$ cat src/rtl/sktbl_ram.sv
// generic single-port-write, one-read RAM with registered read data
module sktbl_ram #(
  parameter int Width = 8,
  parameter int Depth = 16
) (
  input  logic                     clk,
  input  logic                     we,
  input  logic [$clog2(Depth)-1:0] waddr,
  input  logic [Width-1:0]         wdata,
  input  logic [$clog2(Depth)-1:0] raddr,
  output logic [Width-1:0]         rdata
);
  logic [Width-1:0] mem [Depth];

  // write port and registered read
  always_ff @(posedge clk) begin
    if (we) begin
      mem[waddr] <= wdata;
    end
    rdata <= mem[raddr];
  end
endmodule

$ cat config.mk
export PLATFORM = sky130hd
export DESIGN_NAME = sktbl_ram
export DESIGN_NICKNAME = d
export VERILOG_FILES = /design/src/rtl/sktbl_ram.sv
export SDC_FILE = /design/constraint.sdc
export NUM_CORES = 1
export LEC_CHECK = 0
export CAP_MARGIN = 20
export CORE_ASPECT_RATIO = 0.9
export CORE_MARGIN = 1.5
export CORE_UTILIZATION = 40
export DETAILED_ROUTE_END_ITERATION = 10
export DONT_BUFFER_PORTS = 1
export PLACE_DENSITY = 0.55
export SETUP_SLACK_MARGIN = 0.02
export SLEW_MARGIN = 5
export SYNTH_ARGS = -nofsm -noshare
export SYNTH_HDL_FRONTEND = slang
export SYNTH_SLANG_ARGS = --single-unit
$ cat constraint.sdc
create_clock -name clk -period 2 [get_ports clk]
set_input_delay 0.4 -clock clk [delete_from_list [all_inputs] [get_ports clk]]
set_output_delay 0.4 -clock clk [all_outputs]
set_load 0.02 [all_outputs]
; ---- Yosys cells after proc, flatten, opt, wreduce, memory -nomap -nowiden
; Memories as Yosys holds them, arrays and structs flattened. A register that Yosys moved wholly into a read port is not among the register bits.
; Index checks and enable logic that the tools add are counted.
[totals]
out_inout_bits = 8
wordCells = 3
reg_bits = 0
input_bits = 18
ramBits = 128
mem_count = 1
[mem_list]
columns = name, depth, word_bits, read_ports, rd_clocked_by_memory_dff, write_ports, line
row1 = mem, 16, 8, 1, 1, 1, 13  ; logic [Width-1:0] mem [Depth];
[op_classes]
muxes = 2
[op_table]
columns = op, n
row1 = 1-bit 2-to-1 mux, 2

; ---- Depth between registers and ports, before layout
[depth]
ltp_word = 2
depth_mapped = 5
depth_no_buf = 3

; ---- Worst setup path before layout
; No wires, ideal clock.
[synth_path]
path_kind = in2reg
from = in waddr[2]
to = mem mem[0][0] (enable)
required_ps = 1617
path_buffers = 0
arrival_time_ps = 1510
slack_ps = 107
setup_time_ps = 383
stages = 2
path_cell_list = or3b_2 -> nor3_1
[synth_lines]
columns = item, line
row1 = from (decl), 8  ; input logic [$clog2(Depth)-1:0] waddr,
row2 = to (decl), 13
; No word-level cell before the write port.

==> flow_summary.yaml <==
status:
  status: "complete, no violations"
worst_hold_path:
  whs_path_depth: 0
  hp-class: "input pin to flop"
drt:
  drc: 0
  first_pass_iters: 4
  routed_via_density: 5.31
  dr_wl_met3_um: 719
  dr_total_vias: 2319
  wl_met1_um: 4610
  wl_um: 10100
  wl_per_cell_um: 23.2
  postRouteAntennaNets: 0
  top_layer_used: "met4"
  wl_met2_um: 4730
  drt_iter0_drc: 233
timing:
  clock_skew_ns: 0.00588
  relSlewSlack: 0.746
  rsz0062_at_grt: "no"
  fin_setup_tns_ns: 0
  fin_ws_ns: 0.564
  finalMaxSlewViolations: 0
  setup_viol_count_final: 0
  period_share: 0.718
  hold_viol: 0
  tightest_slew_ns: 0.381
  min_period_ns: 1.44
  fmax_mhz: 696
global_route:
  grt_antenna_before_repair: 0
  grt_max_degree: 33
  grt_pass1_wl_um: 15200
  grt_overflow: 0
  track_usage: 0.164
  grt_pass1_vias: 2463
placed_design:
  port_buffers: 0
  pre_cts_ws_ns: 0.438
  dp_hpwl_um: 6250
  gp_congestion: 0.781
clock_tree:
  cts_resized: 0
  cts_buffer_depth: 2
  numCtsBuffers: 17
  tritoncts: "built"
  htree_levels: 4
  cts_num_sinks: 136
  clkSlewWorstSetupHoldPaths_ns: 0.06
  postCtsSetupRepairBufs: 0
  ctsHoldBuffers: 0
  cts-root-buf: "clkbuf_16"
  clk_latency_ns: 0.41
floorplan:
  core.rowCount: 39
  dieArea_sq_um: 13600
  die_y_um: 111
  core_sq_um: 12600
  io_pins: 26
  start_util: 0.407
  die_w_um: 123
setup_path:
  worst_setup_path_end_kind: "flop"
  critical_path_class: "flop to flop"
  crit_arrival_ns: 1.71
  cp.required_ns: 2.27
  rr_worst_depth: 3
  crit_fanout: 1
  cp-start-kind: "flop"
finish:
  syn2layout_area_growth_pct: 17.2
  n_antenna_cell: 0
  layout_common_cells: "edfxtp_1, buf_4, mux4_2"
  nets: 278
  layout_commonest_cell: "edfxtp_1"
  drive_gt1_frac: 0.253
  fill_cells: 1029
  register_area_sq_um: 4000
  multi_input_area_sq_um: 1060
synthesis:
  syn_area_per_cell_sq_um: 22.5
  synth_area_leaders: "edfxtp_1, mux4_2, mux4_1"
  synth-seq-area-share: 0.778
  yosys_warnings: 0
  syn_area_sq_um: 5150
  synth_top_area_cell: "edfxtp_1"
  synth_seq_cells: 136
  netlist.area_leader.share: 0.747
  postSynthCellCount: 229
  synth.distinct_cells: 19
  syn_nets: 247
power_and_ir_drop:
  power_density_nw_per_um2: 1090
  ir_drop_v: 0.000575
  p_leak_nw: 2.01
flow_run:
  cap_violations: 0
-- where the power goes --
group / internal, mW / switching [mW]
clock: 2.05 / 1.09
sequential: 3.19 / 0.0440
combinational: 0.0998 / 0.0803
-- flip-flops by register name, indices dropped and copies added, names as in the netlist --
name,flops
mem,128
rdata,8
-- synth_stat cells --
| master | n |
|---|---|
| edfxtp_1 | 128 |
| mux4_2 | 18 |
| a22oi_1 | 16 |
| mux4_1 | 14 |
| nor2_1 | 13 |
| nand2_1 | 9 |
| dfxtp_1 | 8 |
| nor3_1 | 4 |
| buf_2 | 3 |
| buf_6 | 3 |
| clkdlybuf4s25_2 | 3 |
| nand2b_1 | 2 |
| nand3b_1 | 2 |
| and2_1 | 1 |
| and2b_1 | 1 |
| buf_4 | 1 |
| nand3_1 | 1 |
| nor2b_1 | 1 |
| or3b_2 | 1 |
-- through the flow --
stage	hold slack (ns)	utilization	std cells	power (mW)	cell area, sq um
after CTS	0.0634	0.477	437	6.60	6030
final	0.0819	0.477	437	6.54	6030
after global routing	0.0588	0.477	437	6.72	6030
after global placement	0.500	0.430	405	3.47	5430
after detailed placement	0.500	0.430	405	3.47	5430
after floorplan	0.499	-	229	3.44	5150
-- logic make-up (layout without fill, tap and decap cells) --
family,after synthesis,in the layout,share of synthesized area
buffers and inverters,10,54,0.0168
AO/OA/AOI/OAI,16,16,0.0233
flip-flops,136,136,0.778
AND/OR/NAND/NOR,35,35,0.0318
multiplexers,32,32,0.150
-- worst paths after layout --
path | slack, ns | end | from
setup / recovery | 0.56 | rdata[4]$_DFF_P_ | mem[3][4]$_DFFE_PP_
hold / removal | 0.08 | mem[15][1]$_DFFE_PP_ | wdata[1]
setup reg to reg | 0.56 | rdata[4]$_DFF_P_ | mem[3][4]$_DFFE_PP_
hold reg to reg | 0.68 | rdata[6]$_DFF_P_ | mem[14][6]$_DFFE_PP_
-- area by class of cell --
type                       count  area share
sequential                   136       0.664
multi-input combinational     83       0.175
clock buffer                  23      0.0793
tap                          164      0.0340
timing repair buffer          22      0.0274
clock inverter                 9      0.0201
-- routing by layer --
| metal | vias to the layer above | track usage |
|---|---|---|
| met4 | 0 | 0.0519 |
| li1 | 1034 | - |
| met2 | 70 | 0.227 |
| met5 | - | 0 |
| met1 | 1208 | 0.244 |
| met3 | 7 | 0.0573 |
-- worst max-delay path, stage by stage, from the launching register on --
cell and delay (ns):
edfxtp_1 0.37, mux4_2 0.48, a22oi_1 0.30, nand2_1 0.16
Power figures use the tool's default switching activity.
