==> config.mk <==
export PLATFORM = sky130hd
export DESIGN_NAME = sktbl_seq
export DESIGN_NICKNAME = d
export VERILOG_FILES = /design/src/rtl/sktbl_pkg.sv /design/src/rtl/sktbl_seq.sv
export SDC_FILE = /design/constraint.sdc
export NUM_CORES = 1
export LEC_CHECK = 0
export BUFFER_PORTS_ARGS = -buffer_cell sky130_fd_sc_hd__buf_2
export CORE_MARGIN = 3
export CORE_UTILIZATION = 35
export DETAILED_ROUTE_END_ITERATION = 10
export PLACE_DENSITY = 0.63
export RECOVER_POWER = 100
export SETUP_SLACK_MARGIN = 0.05
export SLEW_MARGIN = 20
export SYNTH_ARGS = -nofsm -noshare
export SYNTH_HDL_FRONTEND = slang
export SYNTH_SLANG_ARGS = --single-unit
export TNS_END_PERCENT = 50
==> constraint.sdc <==
create_clock -name clk -period 10.52 [get_ports clk]
set_input_delay 0.526 -clock clk [delete_from_list [all_inputs] [get_ports clk]]
set_output_delay 0.526 -clock clk [all_outputs]
set_load 0.05 [all_outputs]
==> src/rtl/sktbl_pkg.sv <==
// shared constants and types for the sorted key table
package sktbl_pkg;
  localparam int TableDepth = 1024;
  localparam int AddrW = $clog2(TableDepth);
  localparam int CountW = AddrW + 1;
  localparam int KeyW = 32;
  localparam int LinkW = 32;
  // one memory word: key plus both links
  localparam int EntryW = KeyW + 2 * LinkW;

  typedef enum logic [1:0] {
    FUNC_ADD = 2'd0,
    FUNC_SET_PARENT = 2'd1,
    FUNC_SET_DOTDOT = 2'd2,
    FUNC_LOOKUP = 2'd3
  } func_t;

  typedef enum logic [1:0] {
    STATUS_OK = 2'd0,
    STATUS_NOT_FOUND = 2'd1,
    STATUS_FULL = 2'd2
  } status_t;

  typedef struct packed {
    logic [KeyW-1:0] key;
    logic [LinkW-1:0] parent;
    logic [LinkW-1:0] dotdot;
  } entry_t;

  // memory access request from the sequencer
  typedef struct packed {
    logic we;
    logic [AddrW-1:0] waddr;
    entry_t wdata;
    logic [AddrW-1:0] raddr;
  } mem_req_t;
endpackage

==> src/rtl/sktbl_seq.sv <==
// sequencer: binary search, shift-up insert, link update and result
module sktbl_seq (
  input  logic                          clk,
  input  logic                          rst,
  input  logic                          start,
  input  logic [1:0]                    func,
  input  logic [31:0]                   key,
  input  logic [31:0]                   link_value,
  output logic                          busy,
  output logic                          done,
  output logic [1:0]                    status,
  output logic [31:0]                   found_parent,
  output logic [31:0]                   found_dotdot,
  output logic [sktbl_pkg::CountW-1:0]  entry_count,
  output sktbl_pkg::mem_req_t           req,
  input  sktbl_pkg::entry_t             rdata
);
  typedef enum logic [2:0] {
    S_IDLE, S_LAST, S_PROBE, S_CHECK, S_FIND, S_SHIFT, S_FINISH
  } state_t;

  state_t state;
  logic [1:0] op;
  logic [31:0] op_key;
  logic [31:0] op_val;
  logic [sktbl_pkg::CountW-1:0] count;
  logic [sktbl_pkg::CountW-1:0] lo;
  logic [sktbl_pkg::CountW-1:0] hi;
  logic [sktbl_pkg::CountW-1:0] ptr;
  logic [sktbl_pkg::CountW-1:0] mid;
  logic [sktbl_pkg::CountW:0] lohi;

  assign busy = (state != S_IDLE);
  assign lohi = {1'b0, lo} + {1'b0, hi};
  assign mid = lohi[sktbl_pkg::CountW:1];
  assign entry_count = count;

  // memory request: read address and write port
  always_comb begin
    req = '0;
    unique case (state)
      S_IDLE: req.raddr = sktbl_pkg::AddrW'(count - 1'b1);
      S_PROBE: req.raddr = mid[sktbl_pkg::AddrW-1:0];
      // prime the shift with the top entry in case the add misses
      S_FIND: req.raddr = sktbl_pkg::AddrW'(count - 1'b1);
      S_SHIFT: begin
        req.raddr = sktbl_pkg::AddrW'(ptr - 2'd2);
        req.we = 1'b1;
        req.waddr = ptr[sktbl_pkg::AddrW-1:0];
        req.wdata = rdata;
        if (ptr == lo) begin
          req.wdata = '{key: op_key, parent: op_val, dotdot: op_val};
        end
      end
      S_FINISH: begin
        req.raddr = ptr[sktbl_pkg::AddrW-1:0];
        req.we = (op != sktbl_pkg::FUNC_LOOKUP) && (status == sktbl_pkg::STATUS_OK);
        req.waddr = ptr[sktbl_pkg::AddrW-1:0];
        req.wdata = '{key: op_key, parent: found_parent, dotdot: found_dotdot};
      end
      default: req.raddr = ptr[sktbl_pkg::AddrW-1:0];
    endcase
  end

  // control and result registers
  always_ff @(posedge clk) begin
    done <= 1'b0;
    if (rst) begin
      state <= S_IDLE;
      count <= '0;
    end else begin
      unique case (state)
        S_IDLE: if (start) begin
          op <= func;
          op_key <= key;
          op_val <= link_value;
          lo <= '0;
          hi <= count;
          status <= sktbl_pkg::STATUS_OK;
          found_parent <= '0;
          found_dotdot <= '0;
          if (func == sktbl_pkg::FUNC_ADD) begin
            if (count == sktbl_pkg::CountW'(sktbl_pkg::TableDepth)) begin
              status <= sktbl_pkg::STATUS_FULL;
              done <= 1'b1;
              state <= S_IDLE;
            end else if (count == '0) begin
              ptr <= count;
              state <= S_SHIFT;
              lo <= count;
            end else begin
              state <= S_LAST;
            end
          end else begin
            state <= S_PROBE;
          end
        end
        S_LAST: begin
          if (rdata.key < op_key) begin
            ptr <= count;
            lo <= count;
            state <= S_SHIFT;
          end else begin
            state <= S_PROBE;
          end
        end
        S_PROBE: begin
          if (lo < hi) state <= S_CHECK;
          else begin
            ptr <= lo;
            state <= S_FIND;
          end
        end
        S_CHECK: begin
          if (rdata.key < op_key) lo <= mid + 1'b1;
          else hi <= mid;
          state <= S_PROBE;
        end
        S_FIND: begin
          // rdata holds entry at lo, read by the last probe step with mid equal to lo
          if (lo < count && rdata.key == op_key) begin
            if (op == sktbl_pkg::FUNC_ADD) begin
              found_parent <= op_val;
              found_dotdot <= op_val;
            end else begin
              found_parent <= (op == sktbl_pkg::FUNC_SET_PARENT) ? op_val : rdata.parent;
              found_dotdot <= (op == sktbl_pkg::FUNC_SET_DOTDOT) ? op_val : rdata.dotdot;
            end
            state <= S_FINISH;
          end else if (op == sktbl_pkg::FUNC_ADD) begin
            ptr <= count;
            state <= S_SHIFT;
          end else begin
            status <= sktbl_pkg::STATUS_NOT_FOUND;
            done <= 1'b1;
            state <= S_IDLE;
          end
        end
        S_SHIFT: begin
          // rdata holds entry ptr-1: read by the find step on the first pass
          if (ptr == lo) begin
            count <= count + 1'b1;
            found_parent <= op_val;
            found_dotdot <= op_val;
            done <= 1'b1;
            state <= S_IDLE;
          end else begin
            ptr <= ptr - 1'b1;
          end
        end
        S_FINISH: begin
          done <= 1'b1;
          state <= S_IDLE;
        end
        default: state <= S_IDLE;
      endcase
    end
  end
endmodule

Word-level counts from Yosys, hierarchy flattened. Index checks and enable logic that the tools add are counted.

Input bits: 165. Output and inout port bits: 196. Logic and storage cells: 125. Register bits: 180.

Magnitude comparators: 3. Add/subtract/negate cells: 6. Equality and inequality tests: 26. Bitwise operators: 1. Mux-type cells: 55. Reductions and logical operators: 22.

Operator list (count): $mux 32 (8); $pmux 107 s2 (1); $pmux 32 s3 (2); $mux 11 (16); $mux 96 (1); $pmux 11 s5 (1); $pmux 11 s3 (1); $eq 32x32->1 (1); $lt 32x32->1 (1); $ne 2x2->1 const B (15); $pmux 10 s3 (1); $mux 3 (9); $add 11x1->11 const B (2); $lt 11x11->1 (2); $pmux 11 s2 (1); $pmux 3 s6 (1); $reduce_and 5->1 (3); $add 11x11->12 (1); $eq 11x11->1 (1); $eq 11x11->1 const B (1); $logic_not 11->1 (1); $reduce_and 11->1 (1); $sub 11x1->11 const B (1); $mux 2 (5); 21 further kinds (36).

Logic depth before layout (Yosys ltp).
Depth in word-level cells: 6. Depth in mapped cells: 11. Depth with buffers taken out: 10.

Worst setup path after synthesis. No wires, ideal clock.

Path kind: register -> register. From: register count, in the netlist entry_count[5]. To: register found_dotdot[0] (enable). Setup time: 0.565 ns. Period minus slack after synthesis: 7.232 ns. Required time: 9.955 ns. Data arrival time: 6.668 ns. Slack: 3.288 ns. Stages on the path, launching flop included: 11. Path buffers: 1. Cells stage by stage: dfxtp_1 clkbuf_1 inv_1 ha_1 a21o_1 a211oi_1 o211a_1 o2111ai_1 a21oi_1 nor2_1 nor3_1.

Word-level cells in the longest chain between the ends: 4.

Ends and longest elaborated chain: start: declaration (line sktbl_seq.sv:26) `logic [sktbl_pkg::CountW-1:0] count;`; start signal: assignment (line sktbl_seq.sv:142) `count <= count + 1'b1;`; $lt 11x11->1 (line sktbl_seq.sv:121) `if (lo < count && rdata.key == op_key) begin`; $logic_and 1x1->1 (line sktbl_seq.sv:121); $ne 2x2->1 (no line); $reduce_and 5->1 (no line); end signal: assignment (line sktbl_seq.sv:124) `found_dotdot <= op_val;`; end signal: assignment (line sktbl_seq.sv:127) `found_dotdot <= (op == sktbl_pkg::FUNC_SET_DOTDOT) ? op_val : rdata.dotdot;`; end signal: assignment (line sktbl_seq.sv:144) `found_dotdot <= op_val;`; end: declaration (line sktbl_seq.sv:13) `output logic [31:0] found_dotdot,`.

Every way passes these cells. A chain may end at the register's enable or synchronous reset.

==> flow_metrics.tcl <==
set metrics [dict create \
    rsz0062_at_grt "no" \
    min_path_type "in2reg" \
    failed_checks "capacitance limit, slew limit" \
    power.density_nw_per_um2 241 \
    yosysWarnings 0 \
    worst_path_largest_cell_delay_ns 2.64 \
    drt_iter0_drc 987 \
    routabilityCongestion 0.940 \
    seqPwrFrac_pct 35.3 \
    final_net_count 1664 \
    tritoncts "done" \
    place_hpwl_mm 30.4 \
    path_class "reg2out" \
    power.static_leakage_nw 5.75 \
    comb_power_share_pct 46.0 \
    max-clock-path-buffers 2 \
    slew_violations 334 \
    synth_compound_area_share_pct 20.5 \
    io_buffer_count 360 \
    count_of_flip_flops_with_a_built_in_enable_after_synthesis 165 \
    timing.critical_path.arrival_ns 6.38 \
    worst_slew_pin_slew_ns 4.04 \
    drt_wl_total_mm 40.9 \
    synthXorXnorAreaFrac_pct 4.07 \
    synth_flop_cell "sky130_fd_sc_hd__edfxtp_1" \
    reg2reg_slack_ns 4.18 \
    wl_per_cell_um 21.7 \
    number_of_buffers_created_by_cts 17 \
    core_um2 31800 \
    fin_tns_setup_ns 0 \
    fin_worst_skew_ns 0.0160 \
    total_grt_overflow 0 \
    fp.dieArea_um2 34800 \
    hold_violation_count_in_the_final_report 0 \
    top_usage_layer "met2" \
    antenna_left 0 \
    final_layout_size_suffix_gt1_share_pct 14.6 \
    cp_slowest_cell "sky130_fd_sc_hd__clkbuf_1" \
    yosys.cell_count.top_type "sky130_fd_sc_hd__edfxtp_1" \
    cts.hold.buffers_added 0 \
    drc 0 \
    final-instance-count-excl-fill 1881 \
    flow.area_growth_from_synthesis_pct 21.2 \
    cell_count_after_synthesis 1111 \
    synth.mux.area_fraction_pct 5.71 \
    row_count 65 \
    adder_cell_fraction_of_synth_area_pct 7.75 \
    result_of_the_run "finished with violations" \
    design.portCount 361 \
    wire_length_of_the_first_global_routing_pass_mm 62.2 \
    die_x_um 186 \
    setup.worst_path.start_class "flop" \
    fmax_mhz 145 \
    max_cap_viol_count 8 \
    irDropWorstVdd_mv 0.120 \
    worst-path-buf-inv 2 \
    critPathTopFamily "buffers and inverters" \
    groute.layer.met2.usage_pct 37.0 \
    post_synthesis_area_per_instance_um2 10.3 \
    synthSimpleGateAreaFrac_pct 10.9 \
    cts_htree_levels 4 \
    synth_largest_type_area_fraction_pct 43.5 \
    biggest_area_contributors_in_the_synthesized_netlist "sky130_fd_sc_hd__edfxtp_1 43%, sky130_fd_sc_hd__ha_1 7.6%, sky130_fd_sc_hd__a22o_1 7.5%, sky130_fd_sc_hd__mux2i_1 5.7%, sky130_fd_sc_hd__o21ai_0 4.8%" \
    power.net_switching_mw 1.61 \
    viasPerCell 5.55 \
    cts_resized 0 \
    hold_path_startpoint "link_value[28]" \
    timing.critical_path.from "ptr[4]" \
    met1_usage_pct 30.0 \
    swShare_pct 48.4 \
    number_of_global_route_vias_before_repair 10300 \
    seq_area_frac_synth_pct 46.1 \
    critical_path.endpoint_type "primary output" \
    drtPass1Iterations 5 \
    synth_cell_types 70 \
    synth.ff_latch_count 180 \
    placedCellCount 1845 \
    clk_transition_reported_paths_ns 0.07 \
    synth.top_cells.by_count "165 x sky130_fd_sc_hd__edfxtp_1, 117 x sky130_fd_sc_hd__nand2_1, 109 x sky130_fd_sc_hd__o21ai_0, 98 x sky130_fd_sc_hd__a22o_1" \
    min_period_ns 6.90 \
    clock_power_share_pct 18.7 \
    grt_antenna_before_repair 4 \
    clockRootBuffer "sky130_fd_sc_hd__clkbuf_16" \
    synth_top_area_cell "sky130_fd_sc_hd__edfxtp_1" \
    internal_power_mw 1.72 \
    grtUsageMet3_pct 5.77 \
    path_cells "xor2_1 -> nor4_1 -> nand3_1 -> clkbuf_1 -> mux2i_1 -> o21ai_0 -> clkbuf_1" \
    cp_max_fo 47 \
    ys_async_sr_fraction_pct 0 \
    clk-insertion-delay-late_ns 0.45 \
    maxSlewHeadroom_pct -169 \
    cts.sinks 180 \
    netlist_area_pre_place_um2 11400 \
    setup_viol 0 \
    grt.total_usage_pct 22.9 \
    cpMostUsedCell "sky130_fd_sc_hd__clkbuf_1" \
    grt_max_degree 88 \
    synth.net_count 1346 \
    finalCritPeriodShare_pct 65.6 \
    beginning_of_the_worst_register_to_register_path "ptr[4]" \
    initial_core_util_pct 35.9 \
    crit_required_ns 9.99 \
    combinational_family_with_the_most_area_after_synthesis "compound AO/OA/AOI/OAI gates" \
    vias 10400 \
    postCtsSetupRepairBufs 0 \
    filler_cell_count 3173 \
    die_h_um 186 \
]
[cell type report]
| cell class | count | area [um^2] | area share, % |
|---|---|---|---|
| multi-input combinational | 787 | 5580 | 40.4 |
| clock buffer | 18 | 429 | 3.11 |
| sequential | 180 | 5260 | 38.0 |
| antenna | 4 | 10.0 | 0.0725 |
| inverter | 70 | 263 | 1.90 |
| tap | 435 | 544 | 3.94 |
| clock inverter | 14 | 109 | 0.788 |
| timing repair buffer | 373 | 1630 | 11.8 |
[cells in the final DEF, fill, tap and decap left out, drive strengths merged, types with 4 or more instances in the layout]
cell type  synthesis  layout
a211oi             8       8
xnor2             31      31
o21bai             4       4
clkinv             1       9
nor2              52      52
a21o              20      20
dfxtp             15      15
nand2b             5       5
edfxtp           165     165
nor2b              5       5
ha                69      69
inv               69      72
and2              10      10
mux2i             65      65
xor2              22      22
buf               14     170
nand2            117     117
o21ai            113     113
o31ai              4       4
nor4              13      13
a22o              98      98
a22oi              9       9
nand4             15      15
a21oi             33      33
clkbuf            60     221
diode              0       4
o21a               4       4
nand3              8       8
nor3              23      23
and3               6       6
[registers in the layout (all words and copies together) (netlist names)]
name and flops:
found_dotdot 32, found_parent 32, op_key 32, op_val 32, entry_count 11, hi 11, lo 11, ptr 11
state 3, op 2, status 2, done 1
[routing by layer]
metal / up-vias / wire, um
li1: 4785 / -
met1: 5058 / 17200
met2: 521 / 19000
met3: 70 / 3580
met4: 0 / 1130
met5: - / 0
[metrics by stage]
| step | area, um^2 | util (%) | setup WS (ns) | power [mW] | hold WS [ns] |
|---|---|---|---|---|---|
| 3_5_place_dp | 13600 | 42.8 | 6.75 | 2.74 | 0.608 |
| 3_3_place_gp | 13600 | 42.8 | 6.84 | 2.72 | 0.599 |
| 5_1_grt | 13800 | 43.4 | 3.17 | 3.48 | 0.221 |
| 4_1_cts | 14100 | 44.5 | 6.29 | 3.36 | 0.224 |
| 2_1_floorplan | 11400 | - | 3.29 | 2.27 | 0.583 |
| 6_report | 13800 | 43.4 | 3.62 | 3.33 | 0.248 |
[power groups by stage]
stage          clock network [mW]  registers, mW  logic [mW]
3_3_place_gp                    0           1.16        1.56
2_1_floorplan                   0           1.36       0.910
5_1_grt                     0.662           1.19        1.63
6_report                    0.624           1.17        1.53
3_5_place_dp                    0           1.16        1.57
4_1_cts                     0.635           1.15        1.58
[cell families (layout without fill, tap and decap cells)]
group                      Yosys count  count (layout)
xor gates and xnor gates            53              53
adders and majority gates           70              70
other                                0               4
and+or+nand+nor                    266             266
buffers and inverters              144             475
muxes                               65              65
AOI/OAI and AO/OA                  333             333
DFF                                180             180
[path summary, 6_finish.rpt]
check | endpoint | cells past startpoint
worst max-delay path | req[38] | 7
worst min-delay path | op_val[28] | 1
worst max register to register | entry_count[10] | 9
worst min register to register | found_dotdot[16] | 1
(Power assumes the default switching activity.)
